===== src/hw/rtl/lztst_pkg.sv =====
// Package for the LZ token sequence transcoder.
// Holds the queue item and status types, field widths, constants and the
// bucket helper functions; depends on nothing.
`default_nettype none

package lztst_pkg;

    // Field widths
    localparam int unsigned TokW   = 18;
    localparam int unsigned ExtraW = 17;
    localparam int unsigned CodeW  = 5;
    localparam int unsigned ByteW  = 8;
    localparam int unsigned SlotW  = 2;

    // Coding constants
    localparam logic [TokW-1:0]  MinMatch    = 18'd4;
    localparam logic [CodeW-1:0] RepeatDepth = 5'd3;
    localparam logic [TokW-1:0]  RecentInit0 = 18'd1;
    localparam logic [TokW-1:0]  RecentInit1 = 18'd2;
    localparam logic [TokW-1:0]  RecentInit2 = 18'd3;
    localparam logic [TokW-1:0]  PendingMax  = 18'h3FFFF;

    // Record kinds
    localparam logic KindLiteral  = 1'b0;
    localparam logic KindSequence = 1'b1;

    // Repeat slots
    localparam logic [SlotW-1:0] Slot0 = 2'd0;
    localparam logic [SlotW-1:0] Slot1 = 2'd1;
    localparam logic [SlotW-1:0] Slot2 = 2'd2;

    // Classified token, as held in the queue
    typedef struct packed {
        logic             kind;
        logic [ByteW-1:0] lit;
        logic [TokW-1:0]  litrun;
        logic [TokW-1:0]  mval;
        logic             rep_hit;
        logic [SlotW-1:0] slot;
        logic [TokW-1:0]  dval;
    } t_item;

    // Queue status seen by front and back
    typedef struct packed {
        logic full;
        logic empty;
    } t_queue_status;

    // Bit length of v, 0 for v = 0
    function automatic logic [CodeW-1:0] bit_bucket(input logic [TokW-1:0] v);
        logic [CodeW-1:0] b;
        b = '0;
        for (int i = 0; i < TokW; i++) begin
            if (v[i]) begin
                b = CodeW'(i + 1);
            end
        end
        return b;
    endfunction

    // Bits of v below its leading one, 0 for bucket 0
    function automatic logic [ExtraW-1:0] bucket_extra(input logic [TokW-1:0]  v,
                                                       input logic [CodeW-1:0] b);
        logic [TokW-1:0] t;
        t = v;
        if (b != '0) begin
            t[b - 5'd1] = 1'b0;
        end
        return t[ExtraW-1:0];
    endfunction

endpackage

`default_nettype wire


===== src/hw/rtl/lztst_front.sv =====
// Front end of the LZ token sequence transcoder: accepts tokens, keeps the
// recent-offset cache and pending literal count, pushes classified items.
// Depends on lztst_pkg.
`default_nettype none

module lztst_front (
    input  wire logic                            i_clk,
    input  wire logic                            i_rst_n,
    input  wire logic                            i_valid,
    input  wire logic                            i_start_of_block,
    input  wire logic [lztst_pkg::TokW-1:0]      i_token_distance,
    input  wire logic [lztst_pkg::TokW-1:0]      i_token_length_or_byte,
    input  wire lztst_pkg::t_queue_status        i_qstat,
    output logic                                 o_stall,
    output logic                                 o_push,
    output lztst_pkg::t_item                     o_item
);

    logic [lztst_pkg::TokW-1:0] r_recent0, r_recent1, r_recent2;
    logic [lztst_pkg::TokW-1:0] n_recent0, n_recent1, n_recent2;
    logic [lztst_pkg::TokW-1:0] r_pending, n_pending;
    logic [lztst_pkg::TokW-1:0] cur0, cur1, cur2, cur_pend;
    logic                       is_lit, hit0, hit1, hit2, take;

    assign o_stall = i_qstat.full;
    assign take    = i_valid && !i_qstat.full;
    assign o_push  = take;

    // Apply start-of-block before the token
    always_comb begin
        if (i_start_of_block) begin
            cur0     = lztst_pkg::RecentInit0;
            cur1     = lztst_pkg::RecentInit1;
            cur2     = lztst_pkg::RecentInit2;
            cur_pend = '0;
        end else begin
            cur0     = r_recent0;
            cur1     = r_recent1;
            cur2     = r_recent2;
            cur_pend = r_pending;
        end
    end

    assign is_lit = (i_token_distance == '0);
    assign hit0   = (i_token_distance == cur0);
    assign hit1   = (i_token_distance == cur1);
    assign hit2   = (i_token_distance == cur2);

    // Classify the token and work out the next cache contents
    always_comb begin
        o_item         = '0;
        o_item.lit     = i_token_length_or_byte[lztst_pkg::ByteW-1:0];
        o_item.litrun  = cur_pend;
        o_item.dval    = i_token_distance - 18'd1;
        o_item.mval    = (i_token_length_or_byte >= lztst_pkg::MinMatch)
                       ? i_token_length_or_byte - lztst_pkg::MinMatch : '0;
        n_recent0      = cur0;
        n_recent1      = cur1;
        n_recent2      = cur2;
        n_pending      = cur_pend;
        if (is_lit) begin
            o_item.kind = lztst_pkg::KindLiteral;
            if (cur_pend != lztst_pkg::PendingMax) begin
                n_pending = cur_pend + 18'd1;
            end
        end else begin
            o_item.kind = lztst_pkg::KindSequence;
            n_pending   = '0;
            n_recent0   = i_token_distance;
            if (hit0) begin
                o_item.rep_hit = 1'b1;
                o_item.slot    = lztst_pkg::Slot0;
            end else if (hit1) begin
                o_item.rep_hit = 1'b1;
                o_item.slot    = lztst_pkg::Slot1;
                n_recent1      = cur0;
            end else if (hit2) begin
                o_item.rep_hit = 1'b1;
                o_item.slot    = lztst_pkg::Slot2;
                n_recent1      = cur0;
                n_recent2      = cur1;
            end else begin
                n_recent1 = cur0;
                n_recent2 = cur1;
            end
        end
    end

    // Advance cache and count on each transfer
    always_ff @(posedge i_clk) begin
        if (!i_rst_n) begin
            r_recent0 <= lztst_pkg::RecentInit0;
            r_recent1 <= lztst_pkg::RecentInit1;
            r_recent2 <= lztst_pkg::RecentInit2;
            r_pending <= '0;
        end else if (take) begin
            r_recent0 <= n_recent0;
            r_recent1 <= n_recent1;
            r_recent2 <= n_recent2;
            r_pending <= n_pending;
        end
    end

endmodule

`default_nettype wire


===== src/hw/rtl/lztst_queue.sv =====
// Short queue of classified items between front and back.
// Depends on lztst_pkg.
`default_nettype none

module lztst_queue #(
    parameter int unsigned DEPTH = 2
) (
    input  wire logic                      i_clk,
    input  wire logic                      i_rst_n,
    input  wire logic                      i_push,
    input  wire lztst_pkg::t_item          i_item,
    input  wire logic                      i_pop,
    output lztst_pkg::t_item               o_head,
    output lztst_pkg::t_queue_status       o_stat
);

    localparam int unsigned PtrW = (DEPTH > 1) ? $clog2(DEPTH) : 1;
    localparam int unsigned CntW = $clog2(DEPTH + 1);

    lztst_pkg::t_item r_mem [DEPTH];
    logic [PtrW-1:0]  r_wr, r_rd;
    logic [CntW-1:0]  r_cnt;
    logic             do_push, do_pop;

    assign o_stat.full  = (r_cnt == CntW'(DEPTH));
    assign o_stat.empty = (r_cnt == '0);
    assign do_push      = i_push && !o_stat.full;
    assign do_pop       = i_pop && !o_stat.empty;
    assign o_head       = r_mem[r_rd];

    // Store pushed items
    always_ff @(posedge i_clk) begin
        if (do_push) begin
            r_mem[r_wr] <= i_item;
        end
    end

    // Advance pointers and occupancy
    always_ff @(posedge i_clk) begin
        if (!i_rst_n) begin
            r_wr  <= '0;
            r_rd  <= '0;
            r_cnt <= '0;
        end else begin
            if (do_push) begin
                r_wr <= (r_wr == PtrW'(DEPTH - 1)) ? '0 : r_wr + 1'b1;
            end
            if (do_pop) begin
                r_rd <= (r_rd == PtrW'(DEPTH - 1)) ? '0 : r_rd + 1'b1;
            end
            if (do_push && !do_pop) begin
                r_cnt <= r_cnt + 1'b1;
            end else if (do_pop && !do_push) begin
                r_cnt <= r_cnt - 1'b1;
            end
        end
    end

endmodule

`default_nettype wire


===== src/hw/rtl/lztst_back.sv =====
// Back end of the LZ token sequence transcoder: turns queued items into
// bucket codes and extra bits and holds them in the output register.
// Depends on lztst_pkg.
`default_nettype none

module lztst_back (
    input  wire logic                               i_clk,
    input  wire logic                               i_rst_n,
    input  wire lztst_pkg::t_item                   i_head,
    input  wire lztst_pkg::t_queue_status           i_qstat,
    output logic                                    o_pop,
    input  wire logic                               i_stall,
    output logic                                    o_valid,
    output logic                                    o_record_kind,
    output logic [lztst_pkg::ByteW-1:0]             o_literal_value,
    output logic [lztst_pkg::CodeW-1:0]             o_litrun_code,
    output logic [lztst_pkg::ExtraW-1:0]            o_litrun_extra,
    output logic [lztst_pkg::CodeW-1:0]             o_matchlen_code,
    output logic [lztst_pkg::ExtraW-1:0]            o_matchlen_extra,
    output logic [lztst_pkg::CodeW-1:0]             o_offset_code,
    output logic [lztst_pkg::ExtraW-1:0]            o_offset_extra
);

    logic                          r_valid;
    logic                          r_kind;
    logic [lztst_pkg::ByteW-1:0]   r_lit;
    logic [lztst_pkg::CodeW-1:0]   r_lcode, r_mcode, r_ocode;
    logic [lztst_pkg::ExtraW-1:0]  r_lextra, r_mextra, r_oextra;
    logic                          n_kind;
    logic [lztst_pkg::ByteW-1:0]   n_lit;
    logic [lztst_pkg::CodeW-1:0]   n_lcode, n_mcode, n_ocode;
    logic [lztst_pkg::ExtraW-1:0]  n_lextra, n_mextra, n_oextra;
    logic [lztst_pkg::CodeW-1:0]   lb, mb, db;
    logic                          load;

    assign load  = !i_qstat.empty && (!r_valid || !i_stall);
    assign o_pop = load;

    assign lb = lztst_pkg::bit_bucket(i_head.litrun);
    assign mb = lztst_pkg::bit_bucket(i_head.mval);
    assign db = lztst_pkg::bit_bucket(i_head.dval);

    // Build the record fields
    always_comb begin
        n_kind   = i_head.kind;
        n_lit    = '0;
        n_lcode  = '0;
        n_lextra = '0;
        n_mcode  = '0;
        n_mextra = '0;
        n_ocode  = '0;
        n_oextra = '0;
        if (i_head.kind == lztst_pkg::KindLiteral) begin
            n_lit = i_head.lit;
        end else begin
            n_lcode  = lb;
            n_lextra = lztst_pkg::bucket_extra(i_head.litrun, lb);
            n_mcode  = mb;
            n_mextra = lztst_pkg::bucket_extra(i_head.mval, mb);
            if (i_head.rep_hit) begin
                n_ocode = lztst_pkg::CodeW'(i_head.slot);
            end else begin
                n_ocode  = lztst_pkg::RepeatDepth + db;
                n_oextra = lztst_pkg::bucket_extra(i_head.dval, db);
            end
        end
    end

    // Hold the output until the transfer completes
    always_ff @(posedge i_clk) begin
        if (!i_rst_n) begin
            r_valid <= 1'b0;
        end else if (load) begin
            r_valid <= 1'b1;
        end else if (!i_stall) begin
            r_valid <= 1'b0;
        end
    end

    always_ff @(posedge i_clk) begin
        if (load) begin
            r_kind   <= n_kind;
            r_lit    <= n_lit;
            r_lcode  <= n_lcode;
            r_lextra <= n_lextra;
            r_mcode  <= n_mcode;
            r_mextra <= n_mextra;
            r_ocode  <= n_ocode;
            r_oextra <= n_oextra;
        end
    end

    assign o_valid          = r_valid;
    assign o_record_kind    = r_kind;
    assign o_literal_value  = r_lit;
    assign o_litrun_code    = r_lcode;
    assign o_litrun_extra   = r_lextra;
    assign o_matchlen_code  = r_mcode;
    assign o_matchlen_extra = r_mextra;
    assign o_offset_code    = r_ocode;
    assign o_offset_extra   = r_oextra;

endmodule

`default_nettype wire


===== src/hw/rtl/lz_token_sequence_transcoder_unit.sv =====
// Channel   Direction  Handshake           Payload
// token     in         i_valid / o_stall   start_of_block, token_distance, token_length_or_byte
// record    out        o_valid / i_stall   kind, literal, litrun, matchlen, offset codes/extras
//
// One token per cycle sustained while o_stall is low. A record passes through the queue
// and is then held in the output register, from which it transfers at an edge
// where i_stall is low.
// The front updates the recent-offset cache and literal count in the cycle of
// the transfer, so consecutive tokens see each other's effect with no bubble.
// Reset (synchronous, active low) empties the queue and output register and
// loads the cache with 1, 2, 3. A stalled output fills the queue; o_stall
// rises only when the queue is full.
// Top level; instantiates lztst_front, lztst_queue and lztst_back, uses lztst_pkg.
`default_nettype none

module lz_token_sequence_transcoder_unit #(
    parameter int unsigned QUEUE_DEPTH = 2
) (
    input  wire logic                                i_clk,
    input  wire logic                                i_rst_n,
    input  wire logic                                i_valid,
    output logic                                     o_stall,
    input  wire logic                                i_start_of_block,
    input  wire logic [lztst_pkg::TokW-1:0]          i_token_distance,
    input  wire logic [lztst_pkg::TokW-1:0]          i_token_length_or_byte,
    output logic                                     o_valid,
    input  wire logic                                i_stall,
    output logic                                     o_record_kind,
    output logic [lztst_pkg::ByteW-1:0]              o_literal_value,
    output logic [lztst_pkg::CodeW-1:0]              o_litrun_code,
    output logic [lztst_pkg::ExtraW-1:0]             o_litrun_extra,
    output logic [lztst_pkg::CodeW-1:0]              o_matchlen_code,
    output logic [lztst_pkg::ExtraW-1:0]             o_matchlen_extra,
    output logic [lztst_pkg::CodeW-1:0]              o_offset_code,
    output logic [lztst_pkg::ExtraW-1:0]             o_offset_extra
);

    lztst_pkg::t_item          push_item, head_item;
    lztst_pkg::t_queue_status  qstat;
    logic                      push, pop;

    lztst_front u_front (
        .i_clk                  (i_clk),
        .i_rst_n                (i_rst_n),
        .i_valid                (i_valid),
        .i_start_of_block       (i_start_of_block),
        .i_token_distance       (i_token_distance),
        .i_token_length_or_byte (i_token_length_or_byte),
        .i_qstat                (qstat),
        .o_stall                (o_stall),
        .o_push                 (push),
        .o_item                 (push_item)
    );

    lztst_queue #(
        .DEPTH (QUEUE_DEPTH)
    ) u_queue (
        .i_clk   (i_clk),
        .i_rst_n (i_rst_n),
        .i_push  (push),
        .i_item  (push_item),
        .i_pop   (pop),
        .o_head  (head_item),
        .o_stat  (qstat)
    );

    lztst_back u_back (
        .i_clk            (i_clk),
        .i_rst_n          (i_rst_n),
        .i_head           (head_item),
        .i_qstat          (qstat),
        .o_pop            (pop),
        .i_stall          (i_stall),
        .o_valid          (o_valid),
        .o_record_kind    (o_record_kind),
        .o_literal_value  (o_literal_value),
        .o_litrun_code    (o_litrun_code),
        .o_litrun_extra   (o_litrun_extra),
        .o_matchlen_code  (o_matchlen_code),
        .o_matchlen_extra (o_matchlen_extra),
        .o_offset_code    (o_offset_code),
        .o_offset_extra   (o_offset_extra)
    );

endmodule

`default_nettype wire

===== config.mk =====
export PLATFORM = sky130hd
export DESIGN_NAME = lz_token_sequence_transcoder_unit
export DESIGN_NICKNAME = d
export VERILOG_FILES = /design/src/hw/rtl/lztst_pkg.sv /design/src/hw/rtl/lztst_front.sv /design/src/hw/rtl/lztst_queue.sv /design/src/hw/rtl/lztst_back.sv /design/src/hw/rtl/lz_token_sequence_transcoder_unit.sv
export SDC_FILE = /design/constraint.sdc
export NUM_CORES = 1
export LEC_CHECK = 0
export BUFFER_PORTS_ARGS = -buffer_cell sky130_fd_sc_hd__buf_2
export CAP_MARGIN = 30
export CORE_ASPECT_RATIO = 0.9
export CORE_UTILIZATION = 32
export CTS_CLUSTER_SIZE = 20
export DETAILED_ROUTE_END_ITERATION = 8
export SLEW_MARGIN = 20
export SYNTH_ARGS = -nofsm -noshare
export SYNTH_HDL_FRONTEND = slang
export SYNTH_HIERARCHICAL = 1
export SYNTH_SLANG_ARGS = --single-unit

===== constraint.sdc =====
create_clock -name i_clk -period 5.71 [get_ports i_clk]
set_clock_uncertainty 0.15 [all_clocks]
set_input_delay 0.8565 -clock i_clk [delete_from_list [all_inputs] [get_ports i_clk]]
set_output_delay 0.8565 -clock i_clk [all_outputs]
set_load 0.02 [all_outputs]

* After elaboration in Yosys (flattened, before gate mapping)
Memory sizes are Yosys's and may differ from the RTL's. A register that Yosys moved wholly into a read port is not among the register bits.
Cells that the tools add are included.
** Operators by class
- Add/subtract/negate cells :: 11
- Multiply operators :: 0
- Divide/modulo/power cells :: 0
- Order comparisons :: 7
- Eq/ne operators :: 6
- Shift operators :: 0
- Mux-type cells :: 92
- Bitwise logic cells :: 7
- Reduce and logical (&&, ||, !) cells :: 23
** Operator list (count)
- two-way mux 18 bit :: 13
- two-way mux 4 bit :: 24
- equality test 18 bit :: 3
- bitwise AND 17 bit :: 3
- two-way mux 17 bit :: 3
- NOT 17 bit :: 3
- two-way mux 3 bit :: 16
- two-way mux 5 bit :: 9
- adder 18 x 1 -> 18 bit, second input constant :: 1
- >= comparator 18 x 3 -> 1 bit, second input constant :: 1
- zero test 18 bit :: 1
- < comparator 5 x 6 -> 1 bit, second input constant :: 3
- two-way mux 2 bit :: 9
- != test 18 bit, second input constant :: 1
- subtractor 18 x 1 -> 18 bit, second input constant :: 1
- subtractor 18 x 3 -> 18 bit, second input constant :: 1
- demux 1 bit (select 5 bit) :: 3
- >= comparator 5 x 1 -> 1 bit, second input constant :: 3
- two-way mux 1 bit :: 15
- nonzero test 5 bit :: 3
- subtractor 5 x 1 -> 5 bit, second input constant :: 3
- logical AND 1 bit :: 9
- zero test 1 bit :: 6
- adder 2 x 5 -> 5 bit, first input constant :: 1
- other kinds (10) :: 11
** Storage, ports and cells
- Flip-flop bits (word level) :: 152
- Latch bits :: 0
- RAM bits :: 132
- ROM bits :: 0
- Logic and storage cells :: 164
- Memories :: 1
** Memory list
- u_queue.r_mem :: depth 2, width 66, rd ports 1, clocked after Yosys merged registers in 1, wr ports 1, line lztst_queue.sv:20 : lztst_pkg::t_item r_mem [DEPTH];

* Longest topological paths before layout
- Depth in word-level cells :: 26
- Mapped depth :: 17

* Modules after synthesis
The synthesis kept the hierarchy.
** Modules (own cells, without submodules)
- lztst_front :: instances 1, cells each 721, area each 5527.8 µm²
- lztst_queue :: instances 1, cells each 230, area each 5003.5 µm²
- lztst_back :: instances 1, cells each 371, area each 3993.8 µm²

* Least setup slack after synthesis
No wires, ideal clock.
- Path kind :: input port to flip-flop
- Start :: input port i_stall
- End :: register u_queue.r_cnt[1]
- Library setup time :: 70 ps
- Data arrival time :: 6050 ps
- Required time :: 5490 ps
- Slack :: -560 ps
- Stages :: 5
- Cells stage by stage :: a21oi_1 o21ai_1 ha_1 or3_1 a21boi_1
** Between the ends
- Word-level cells in the longest chain between the ends :: 7
- Elaborated cells between the ends (all ways) :: 9
- Those cells by class :: 1 x mux; 8 x reduce/logical
** RTL lines
- from (decl) :: line lz_token_sequence_transcoder_unit.sv:27 : input wire logic i_stall,
- zero test 1 bit (*) :: line lztst_back.sv:36 : assign load = !i_qstat.empty && (!r_valid || !i_stall);
- logical OR 1 bit (*) :: line lztst_back.sv:36
- logical AND 1 bit (*) :: line lztst_back.sv:36
- logical AND 1 bit (*) :: line lztst_queue.sv:28 : assign do_pop = i_pop && !o_stat.empty;
- zero test 1 bit :: line lztst_queue.sv:51 : if (do_push && !do_pop) begin
- logical AND 1 bit :: line lztst_queue.sv:51
- two-way mux 2 bit / nonzero test 2 bit (equally long branches)
- to (signal assigned) :: line lztst_queue.sv:52 : r_cnt <= r_cnt + 1'b1;
- to (signal assigned) :: line lztst_queue.sv:54 : r_cnt <= r_cnt - 1'b1;
- to (decl) :: line lztst_queue.sv:22 : logic [CntW-1:0] r_cnt;
Every way passes the cells marked *; elsewhere a longest branch is shown, timed or not.
A chain may end at the register's enable or synchronous reset.

==> results.md <==
* Sink Count at 285
* WHS Path Cells at 2
* RSZ-0062 raised after global routing: false
* Synth Area in XOR/XNOR at 0.0326
* Synth Area in Adders at 0.00775
* Compound-Gate Fraction of Synth Area at 0.149
* Tcrit/Tclk final at 0.694
* Gpl congestion at 0.856
* Total CTS buffers at 31
* Main synth FF type: edfxtp_1
* Post-synthesis sequential area ratio at 0.535
* Worst Setup Start Kind: register
* Worst-Skew Late Latency at 0.58 ns
* Achievable frequency at 252 MHz
* Max_slew headroom at 0.344
* Layout cells sized above 1 at 0.179
* Starting density of the core at 0.327
* Fin. max-slew vios at 0
* Die Area at 46200 µm²
* Pleak at roughly 5.7 nW
* Tot GR Track Use at 0.146
* First drt pass iteration count at 6
* Post CTS Setup Buffer Count at 0
* FILL cells at around 4.4k
* Commonest non-fill, non-tap cell in the layout: edfxtp_1
* WP data required at around 5.9 ns
* Cell Rows at 73
* DP Cell Count at ~2k
* Synth top area cells: edfxtp_1 43%, dfxtp_1 11%, nor2_1 3.4%
* Vias in the first global route at 9826
* Worst R2R Path Depth at 10
* Die X at 227 µm
* Finished Layout Cells at ~2.0k
* H-tree Lvls at 1
* CTS tree: done
* Main combinational cell family by area after synthesis: simple AND/OR/NAND/NOR gates
* Core area at approximately 44000 µm²
* CP Capture Type: register
* PD cells at 438 nW/µm²
* Vias/cell at 5.23
* Worst-Margin Slew at 0.977 ns
* Met2 Usage GRT at 0.230
* FF+latch count, synth at 285
* Ant. Diodes at 0
* Final critical-path required period at 3.96 ns
* HP Start: u_front/r_pending[1]$_SDFFE_PN0P_
* Ys async rst share at 0
* Fraction of synthesized area in multiplexers at 0.0533
* Gates resized, CTS repair at 0
* Synth warn at 6
* Setup TNS at 0 ns
* Top Ports at 118
* Synth Area in Simple Gates at 0.178
* Via count of the routed design at 10.6k
* GR met3 Demand/Resource at 0.0193
* Residual DRC count at 0
* Die H at between 200 and 250 µm
* CP arrival at a little over 4 ns
* Post-Route WL at approximately 35 mm
* Count of unique library cells instantiated by Yosys at 89
* Commonest non-fill, non-tap cells in the layout: 207 x edfxtp_1, 130 x nor2_1, 117 x buf_2, 90 x nand2_1, 77 x dfxtp_1
* Post-route ant nets at 0
* Critical path class: reg2reg
* Hpwl dp at 23.3 mm
* Largest net degree at the start of global routing at between 70 and 80
* Grt ovf at 0
* Clk root buf: clkbuf_16
* Synth Cell Area at 14500 µm²
* Top-area cell type share of the netlist area at 0.428
* VDD IR max at 0.000247 V
* Final nets at 1448
* Routed wire length per instance at 17.1 µm
* Post-Syn Nets at 1372
* Initial DRC Count at 867
* Met1 GRT Util at 0.206
* Max Cap Viol at 0
* Buffers on Ports at 117
* Clock-pin slew on the worst setup and hold paths at ~0.060 ns
* EDFF count, synth at 207
* Synth area leader: edfxtp_1
* Clock Tree Buf Depth at 3
* Final Hold Vio Count at 0
* Status: completed
* Crit Path Max Fanout at 40
* Hold Buf Count CTS at 0
* Fin area at 16500 µm²
* Synth Instances at 1322
* Peak-usage layer in the global routing report: met2
* Mean post-synth cell area at 11.0 µm²
* Final core occ at 0.371
* Initial antenna violation count at 1
* Final setup fails at 0
* Layout area overhead at 13.6%
* First-pass GRT wire length at 54.4 mm
* Area after DPL at ~15000 µm²
* Worst hold path type: reg2reg
sequential cells by signal (all words and copies together), names as in the netlist, named ones only:
register and count:
u_back/o_literal_value 8, u_back/o_litrun_extra 17, u_back/o_litrun_code 5, u_front/r_recent0 18
u_front/r_pending 18, u_back/o_matchlen_code 5, u_back/o_matchlen_extra 17, u_front/r_recent2 18
u_front/r_recent1 18, u_back/o_record_kind 1, u_queue/r_wr 1, u_back/o_offset_extra 17
u_queue/r_mem 132, u_back/o_offset_code 5, u_queue/r_cnt 2, u_queue/r_rd 1
u_back/o_valid 1
worst max-delay path: stages (launching register included):
cell and delay [ns]:
dfxtp_2 0.76, buf_4 0.61, mux2_1 0.46, o21bai_1 0.23, o21ba_2 0.25, inv_1 0.08
ha_1 0.41, o22a_2 0.30, nand2b_1 0.07, mux2i_1 0.28, a21oi_1 0.13
where the power goes:
group,internal [W],leakage (nW),switching (W),total [W]
sequential,0.00285,2.59,0.000157,0.00300
clock,0.00110,0.493,0.000809,0.00191
combinational,0.000743,2.61,0.00158,0.00232
cells in the mapped netlist, types with 24 or more instances:
| cell type | number |
|---|---|
| mux2_1 | 40 |
| nand4_1 | 27 |
| inv_1 | 37 |
| mux2_2 | 27 |
| a21oi_1 | 69 |
| nor2b_1 | 43 |
| nor2_1 | 130 |
| nand3_1 | 32 |
| nand2_1 | 90 |
| nor3_1 | 24 |
| edfxtp_1 | 207 |
| dfxtp_1 | 78 |
| o21ai_0 | 56 |
| xnor2_1 | 38 |
| clkbuf_1 | 37 |
cell type report:
| type | count | area [µm²] | share of cell area |
|---|---|---|---|
| multi-input combinational | 909 | 6120 | 0.371 |
| timing repair buffer | 131 | 716 | 0.0434 |
| tap | 600 | 751 | 0.0455 |
| inverter | 40 | 150 | 0.00910 |
| sequential | 285 | 7780 | 0.471 |
| clock inverter | 17 | 130 | 0.00789 |
| clock buffer | 40 | 856 | 0.0519 |
logic make-up (layout without fill, tap and decap cells):
logic type               after synthesis  in the layout
AND/OR/NAND/NOR                      469            469
AO/OA/AOI/OAI                        308            308
flip-flops                           285            285
buffers and inverters                128            228
multiplexers                          69             69
XOR/XNOR                              54             54
adder cells (fa/ha/maj)                9              9
final timing paths:
| path | slack (ns) | end |
|---|---|---|
| setup / recovery | 1.75 | u_back/o_offset_extra[13]$_SDFFCE_PP0P_ |
| setup reg to reg | 1.75 | u_back/o_offset_extra[13]$_SDFFCE_PP0P_ |
| hold reg to reg | 0.32 | u_front/r_pending[1]$_SDFFE_PN0P_ |
| hold / removal | 0.32 | u_front/r_pending[1]$_SDFFE_PN0P_ |
layer usage:
metal,vias to the layer above,part of all wire
li1,5128,-
met1,5087,0.47
met2,301,0.46
met3,61,0.053
met4,2,0.025
met5,-,0.00038
through the flow:
| stage | hold WS [ns] | worst slack (ns) | total power [W] |
|---|---|---|---|
| after global placement | 0.300 | 1.59 | 0.00535 |
| after global routing | 0.347 | 1.43 | 0.00763 |
| after floorplan | 0.286 | 0.702 | 0.00474 |
| final | 0.320 | 1.75 | 0.00724 |
| after detailed placement | 0.314 | 1.54 | 0.00538 |
| after CTS | 0.322 | 1.67 | 0.00732 |
Note: power is estimated with default switching activity, not from simulation.
